===== src/omt_pkg.sv =====
// Shared types for the owned mutex table: request operations, result status
// codes and the control word that travels down the row of table cells.
// No dependencies.
package omt_pkg;

	// Width of the mutex number field on the request channel
	localparam int ID_BITS = 8;

	// Request operations; codes match the cmd field of a request
	typedef enum logic [1:0] {
		OP_LOCK    = 2'd0,
		OP_RELEASE = 2'd1,
		OP_CLEANUP = 2'd2,
		OP_NONE    = 2'd3
	} op_t;

	// Result status codes
	typedef enum logic [2:0] {
		ST_DONE        = 3'd0,
		ST_BLOCKED     = 3'd1,
		ST_MALFORMED   = 3'd2,
		ST_REENTRANT   = 3'd3,
		ST_NOT_OWNED   = 3'd4,
		ST_UNSUPPORTED = 3'd5
	} status_t;

	// Control word handed from cell to cell along with the request
	typedef struct packed {
		logic    vld;
		op_t     op;
		status_t status;
	} omt_ctl_t;

endpackage


===== src/owned_mutex_table.sv =====
// Owned mutex table: MUTEX_COUNT hardware mutexes, each recording its owner
// as a task handle and dispatch handle pair.
//
// Request channel (s_axis): one request per handshake; tuser carries the
// operation (lock, release, cleanup, unsupported), tdata the mutex number,
// both handles, liveness, byte count and payload flag.
// Result channel (m_axis): one status byte per request.
//
// A request is checked for malformed fields on entry and then walks a row of
// MUTEX_COUNT cells, one cell per cycle; each cell owns one mutex and
// updates it and the status as the request passes; the result register
// follows the last cell. One request is in the row at a time: s_axis_tready
// drops on accept and returns in the cycle after the result is taken, so a
// new request is not taken until the result of the last one has been taken.
// Reset frees every mutex and empties the row. While m_axis_tready is low the
// result holds steady and no new request is taken.
// Depends on omt_pkg and omt_cell.
module owned_mutex_table import omt_pkg::*; #(
	parameter int MUTEX_COUNT = 16,
	parameter int HANDLE_BITS = 32
) (
	input  logic        clk,
	input  logic        arst_n,
	input  logic        s_axis_tvalid,
	output logic        s_axis_tready,
	// mutex_id[7:0], task_handle[39:8], dispatch_handle[71:40],
	// task_live[72], access_bytes[79:73], has_payload[80], zero[87:81]
	input  logic [87:0] s_axis_tdata,
	// cmd[1:0]
	input  logic [1:0]  s_axis_tuser,
	output logic        m_axis_tvalid,
	input  logic        m_axis_tready,
	// status[2:0], zero[7:3]
	output logic [7:0]  m_axis_tdata
);

	localparam int IDX_BITS = (MUTEX_COUNT > 1) ? $clog2(MUTEX_COUNT) : 1;

	omt_ctl_t               lnk_ctl  [MUTEX_COUNT+1];
	logic [IDX_BITS-1:0]    lnk_id   [MUTEX_COUNT+1];
	logic [HANDLE_BITS-1:0] lnk_task [MUTEX_COUNT+1];
	logic [HANDLE_BITS-1:0] lnk_disp [MUTEX_COUNT+1];

	logic               busy_q;
	logic               out_vld_q;
	status_t            out_status_q;

	logic               acc;
	logic               out_acc;
	op_t                cmd;
	logic [ID_BITS-1:0] id;
	logic               live;
	logic [6:0]         bytes_n;
	logic               payload;
	logic               bad_id;
	logic               malformed;
	omt_ctl_t           entry_ctl;

	// Unpack the request
	assign acc     = s_axis_tvalid && s_axis_tready;
	assign out_acc = m_axis_tvalid && m_axis_tready;
	assign cmd     = op_t'(s_axis_tuser);
	assign id      = s_axis_tdata[7:0];
	assign live    = s_axis_tdata[72];
	assign bytes_n = s_axis_tdata[79:73];
	assign payload = s_axis_tdata[80];

	// Screen malformed requests before they enter the row
	assign bad_id = (cmd == OP_CLEANUP) ? (id != '0)
		: ({1'b0, id} >= (ID_BITS+1)'(MUTEX_COUNT));
	assign malformed = (bytes_n != '0) || payload || !live || bad_id;

	always_comb begin
		entry_ctl.vld = acc;
		if (malformed) begin
			entry_ctl.op     = OP_NONE;
			entry_ctl.status = ST_MALFORMED;
		end else if (cmd == OP_NONE) begin
			entry_ctl.op     = OP_NONE;
			entry_ctl.status = ST_UNSUPPORTED;
		end else begin
			entry_ctl.op     = cmd;
			entry_ctl.status = ST_DONE;
		end
	end

	assign lnk_ctl[0]  = entry_ctl;
	assign lnk_id[0]   = id[IDX_BITS-1:0];
	assign lnk_task[0] = HANDLE_BITS'(s_axis_tdata[39:8]);
	assign lnk_disp[0] = HANDLE_BITS'(s_axis_tdata[71:40]);

	// Row of table cells, one per mutex
	for (genvar gi = 0; gi < MUTEX_COUNT; gi++) begin : g_cell
		omt_cell #(
			.HANDLE_BITS (HANDLE_BITS),
			.IDX_BITS    (IDX_BITS),
			.CELL_INDEX  (gi)
		) u_cell (
			.clk     (clk),
			.arst_n  (arst_n),
			.up_ctl  (lnk_ctl[gi]),
			.up_id   (lnk_id[gi]),
			.up_task (lnk_task[gi]),
			.up_disp (lnk_disp[gi]),
			.dn_ctl  (lnk_ctl[gi+1]),
			.dn_id   (lnk_id[gi+1]),
			.dn_task (lnk_task[gi+1]),
			.dn_disp (lnk_disp[gi+1])
		);
	end

	// Track the request in flight and hold the result until taken
	always_ff @(posedge clk or negedge arst_n) begin
		if (!arst_n) begin
			busy_q    <= 1'b0;
			out_vld_q <= 1'b0;
		end else begin
			if (acc) begin
				busy_q <= 1'b1;
			end else if (out_acc) begin
				busy_q <= 1'b0;
			end
			if (lnk_ctl[MUTEX_COUNT].vld) begin
				out_vld_q <= 1'b1;
			end else if (out_acc) begin
				out_vld_q <= 1'b0;
			end
		end
	end

	always_ff @(posedge clk) begin
		if (lnk_ctl[MUTEX_COUNT].vld) begin
			out_status_q <= lnk_ctl[MUTEX_COUNT].status;
		end
	end

	assign s_axis_tready = !busy_q;
	assign m_axis_tvalid = out_vld_q;
	assign m_axis_tdata  = {5'b0, out_status_q};

endmodule


===== src/omt_cell.sv =====
// One cell of the mutex table: holds the owner of a single mutex, applies the
// passing request to it and hands the request on to the next cell.
// Depends on omt_pkg.
module omt_cell import omt_pkg::*; #(
	parameter int HANDLE_BITS = 32,
	parameter int IDX_BITS    = 4,
	parameter int CELL_INDEX  = 0
) (
	input  logic                   clk,
	input  logic                   arst_n,
	input  omt_ctl_t               up_ctl,
	input  logic [IDX_BITS-1:0]    up_id,
	input  logic [HANDLE_BITS-1:0] up_task,
	input  logic [HANDLE_BITS-1:0] up_disp,
	output omt_ctl_t               dn_ctl,
	output logic [IDX_BITS-1:0]    dn_id,
	output logic [HANDLE_BITS-1:0] dn_task,
	output logic [HANDLE_BITS-1:0] dn_disp
);

	logic                   own_vld_q;
	logic [HANDLE_BITS-1:0] own_task_q;
	logic [HANDLE_BITS-1:0] own_disp_q;

	omt_ctl_t               dn_ctl_s1;
	logic [IDX_BITS-1:0]    dn_id_s1;
	logic [HANDLE_BITS-1:0] dn_task_s1;
	logic [HANDLE_BITS-1:0] dn_disp_s1;

	logic    hit;
	logic    tgt;
	logic    take;
	logic    clr;
	status_t nxt_status;

	// Compare the stored owner with the requester
	assign hit = own_vld_q && (own_task_q == up_task) && (own_disp_q == up_disp);
	assign tgt = (up_id == IDX_BITS'(CELL_INDEX));

	// Decide what the request does to this entry
	always_comb begin
		nxt_status = up_ctl.status;
		take       = 1'b0;
		clr        = 1'b0;
		if (up_ctl.vld) begin
			case (up_ctl.op)
				OP_LOCK: begin
					if (tgt) begin
						if (own_vld_q) begin
							nxt_status = hit ? ST_REENTRANT : ST_BLOCKED;
						end else begin
							take = 1'b1;
						end
					end
				end
				OP_RELEASE: begin
					if (tgt) begin
						if (hit) begin
							clr = 1'b1;
						end else begin
							nxt_status = ST_NOT_OWNED;
						end
					end
				end
				OP_CLEANUP: begin
					clr = hit;
				end
				default: begin
				end
			endcase
		end
	end

	// Hold the owner valid bit and the forwarded control word
	always_ff @(posedge clk or negedge arst_n) begin
		if (!arst_n) begin
			own_vld_q <= 1'b0;
			dn_ctl_s1 <= '0;
		end else begin
			if (take) begin
				own_vld_q <= 1'b1;
			end else if (clr) begin
				own_vld_q <= 1'b0;
			end
			dn_ctl_s1.vld    <= up_ctl.vld;
			dn_ctl_s1.op     <= up_ctl.op;
			dn_ctl_s1.status <= nxt_status;
		end
	end

	// Hold owner handles and pass the request payload on
	always_ff @(posedge clk) begin
		if (take) begin
			own_task_q <= up_task;
			own_disp_q <= up_disp;
		end else if (clr) begin
			own_task_q <= '0;
			own_disp_q <= '0;
		end
		dn_id_s1   <= up_id;
		dn_task_s1 <= up_task;
		dn_disp_s1 <= up_disp;
	end

	assign dn_ctl  = dn_ctl_s1;
	assign dn_id   = dn_id_s1;
	assign dn_task = dn_task_s1;
	assign dn_disp = dn_disp_s1;

endmodule


===== config.mk =====
export PLATFORM = sky130hd
export DESIGN_NAME = owned_mutex_table
export DESIGN_NICKNAME = d
export VERILOG_FILES = /design/src/omt_pkg.sv /design/src/owned_mutex_table.sv /design/src/omt_cell.sv
export SDC_FILE = /design/constraint.sdc
export NUM_CORES = 2
export LEC_CHECK = 0
export BUFFER_PORTS_ARGS = -buffer_cell sky130_fd_sc_hd__buf_2
export CAP_MARGIN = 0
export CORE_AREA = 5 5 446 448
export CTS_BUF_LIST = sky130_fd_sc_hd__clkbuf_4 sky130_fd_sc_hd__clkbuf_8
export CTS_CLUSTER_SIZE = 25
export DETAILED_ROUTE_END_ITERATION = 8
export DIE_AREA = 0 0 451 453
export SYNTH_ARGS = -nofsm -noshare
export SYNTH_HDL_FRONTEND = slang
export SYNTH_SLANG_ARGS = --single-unit
export TNS_END_PERCENT = 1

===== constraint.sdc =====
create_clock -name clk -period 6.9 [get_ports clk]
set_clock_uncertainty 0.1 [all_clocks]
set_input_delay 0.345 -clock clk [delete_from_list [all_inputs] [get_ports clk]]
set_output_delay 0.345 -clock clk [all_outputs]
set_load 0.01 [all_outputs]

==> impl_metrics.toml <==
[outcome]
run_status = "complete, no violations"

[timing]
finalCriticalPeriod_ns = 4.20
final_max_slew_viol_count = 0
maxSlewHeadroom = 0.251
fmax_mhz = 238
timing.final.crit_share = 0.608
setup_slack_ns = 2.70
setup_viol = 0
rsz0062_at_grt = "false"
whs_ns = 0.113
hold_violations = 0
worst_slew_pin_slew_ns = 1.11

[worst_setup_path]
cp-start-kind = "flip-flop"
cpMostUsedCell = "buf_4"
critical-path-slowest-cell = "a21o_2"
endpoint_kind = "flip-flop"
critical-path-top-delay-family = "simple AND/OR/NAND/NOR gates"
critPathMaxStageDelay_ns = 0.82
crit_fanout = 61
cp.required_ns = 7.47
crit_type = "reg2reg"
path_buf_inv = 2
arrival_ns = 4.77
crit_chain = "nor4bb_1, and2_1, buf_4, nand2_1, nor2_1, a21o_2, buf_4"

[drt]
routedWlPerCell_um = 20.6
vias_per_cell = 4.85
drt_iter0_markers = 3472
dr_total_vias = 43600
drc_errors = 0
drtAntennaViolNets = 0
firstDrtPassIters = 6
wl_um = 185000

[synthesis]
synth_top_area_cell = "edfxtp_1"
async_flop_share = 0.0519
netlist.area_leader.share = 0.400
ys_ff_latch = 2159
synthFlopType = "edfxtp_1"
syn_avg_cell_area_um2 = 13.7
synth_sequential_area_ratio = 0.701
ys_warn_count = 0
yosysUniqueCellTypes = 86
syn_area_um2 = 77200
synth_area_leaders = "edfxtp_1 40%, dfxtp_1 26%, and2_1 7.2%"
synth-edff-count = 1027
netlist_instances = 5640

[global_routing]
grt_pass1_wl_um = 278000
first_global_vias = 44200
grt_overflow = 0
grt_antenna_before_repair = 12
grt_usage = 0.179
grt_max_degree = 68

[power_and_ir_drop]
power_density_nw_per_um2 = 292
power_mw = 26.2
vdd_drop_max_uv = 167
leakage_nw = 33.9

[placement]
pre_cts_slack_ns = 2.59
gp_congestion = 0.855
dp_hpwl_um = 132000
io_buffers = 91

[die]
die_h_um = 453
initial_core_util = 0.397
die_w_um = 451
ios = 104
dieArea_um2 = 204000
rows = 162
fp.coreArea_um2 = 194000

[layout]
syn_to_final_growth_pct = 16.5
layout-drive-gt1-share = 0.125
fin_nets = 6294
final_common_cell = "edfxtp_1"
final_cell_mix = "1027 x edfxtp_1, 1020 x dfxtp_1, 889 x and2_1"
nFillCells = 17100

[clock_tree]
cts_sinks = 2159
cts_tree = "built"
insertion_delay_ns = 1.01
clockBufferDepth = 4
cts-buffers-inserted = 353
htreeDepth = 5
postCtsSetupBuffers = 0
ctsRootBufferMaster = "clkbuf_8"
cts.reportedPaths.clkPinSlew_ns = 0.06

[hold_path]
hold_class = "in2reg"

[run]
maxCapViolations = 0
## per-stage QoR
stage,setup TNS [ns],cell area (um2),util,instances
floorplan,-5.84,77200,-,5644
CTS,0,89900,0.463,8974
global route,0,89900,0.463,8977
detailed placement,0,80700,0.416,8182
finish,0,89900,0.463,8980
global placement,0,80700,0.416,8182
## synth_stat cells (all sizes together) (7+ instances only)
master / n
nor2b: 182
ha: 45
o21ai: 29
nand3: 59
a31o: 10
o22ai: 31
a2111o: 36
o21a: 11
a31oi: 21
nor3: 105
or4: 8
nor4b: 8
nand2: 71
a221oi: 7
dfrtp: 112
and3: 59
o2111ai: 53
xnor2: 316
clkbuf: 118
o2111a: 16
and2: 889
inv: 251
a21oi: 35
nand4: 139
o31ai: 9
a21o: 12
buf: 17
nand2b: 240
nor2: 74
o2bb2ai: 7
nor4: 134
edfxtp: 1027
o221ai: 15
a2111oi: 28
xor2: 359
dfxtp: 1020
## worst register-to-register path: cells and delay by family (launching register included)
family | cells | cell delay (ns)
AO/OA/AOI/OAI | 1 | 0.82
buffers and inverters | 2 | 0.97
flip-flops | 1 | 0.32
AND/OR/NAND/NOR | 4 | 1.68
## power breakdown
group | internal [mW] | switching [mW] | total [mW]
clock network | 6.71 | 4.93 | 11.6
logic | 0.265 | 0.217 | 0.483
registers | 13.6 | 0.438 | 14.1
total | 20.6 | 5.59 | 26.2
## worst paths after layout
path                            cells past startpoint                                            end                                 start  slack, ns
worst max-delay path                                7  g_cell[9].u_cell.own_disp_q[30]$_SDFFCE_PN0P_     g_cell[8].u_cell.dn_id[3]$_DFF_P_       2.70
worst min-delay path                                3  g_cell[0].u_cell.own_task_q[25]$_SDFFCE_PN0P_                      s_axis_tdata[33]       0.11
worst max register to register                      7  g_cell[9].u_cell.own_disp_q[30]$_SDFFCE_PN0P_     g_cell[8].u_cell.dn_id[3]$_DFF_P_       2.70
worst min register to register                      0           g_cell[5].u_cell.dn_task[15]$_DFF_P_  g_cell[4].u_cell.dn_task[15]$_DFF_P_       0.20
max in group asynchronous                           4          g_cell[10].u_cell.dn_ctl[5]$_DFF_PN0_                                arst_n       5.60
min in group asynchronous                           4          g_cell[15].u_cell.dn_ctl[1]$_DFF_PN0_                                arst_n       0.36
## state kept, by name, indices dropped and copies added, names as in the netlist
register / flops
g_cell.u_cell.own_disp_q: 512
m_axis_tvalid: 1
out_status_q: 3
g_cell.u_cell.own_task_q: 512
busy_q: 1
g_cell.u_cell.dn_disp: 480
g_cell.u_cell.dn_task: 480
g_cell.u_cell.dn_id: 60
g_cell.u_cell.dn_ctl: 94
g_cell.u_cell.own_vld_q: 16
## layer usage
layer | wire length, um | up-vias | global-route usage
met5 | 13 | - | 0
met4 | 4610 | 2 | 0.0532
met3 | 8650 | 326 | 0.0314
met2 | 89600 | 1062 | 0.297
met1 | 82300 | 21500 | 0.241
li1 | - | 20700 | -
## kinds of logic (layout without fill, tap and decap cells)
| group | after synthesis | in the layout | synth area share |
|---|---|---|---|
| flops | 2159 | 2159 | 0.701 |
| simple gates | 2000 | 2000 | 0.157 |
| xor+xnor | 675 | 675 | 0.0766 |
| buf+inv | 388 | 1176 | 0.0193 |
| compound gates | 369 | 369 | 0.0391 |
| fa+ha+maj | 45 | 45 | 0.00730 |
| mux | 3 | 3 | 0.000422 |
| other cells | 1 | 11 | 0.0000486 |
## timing repair
item	4_1_cts	5_1_grt
hold endpoints to repair	253	0
resized for setup	0	0
hold buffers	160	0
## cell type report
cell class                      count  area, um2  share of cell area
Antenna cell                        6       15.0            0.000167
Clock buffer                      553       6810              0.0758
Clock inverter                     79        693             0.00771
Inverter                          253        950              0.0106
Multi-Input combinational cell   3097      21800               0.242
Sequential cell                  2159      54100               0.602
Tap cell                         2542       3180              0.0354
Timing Repair Buffer              291       2380              0.0265
(Power assumes the default switching activity.)
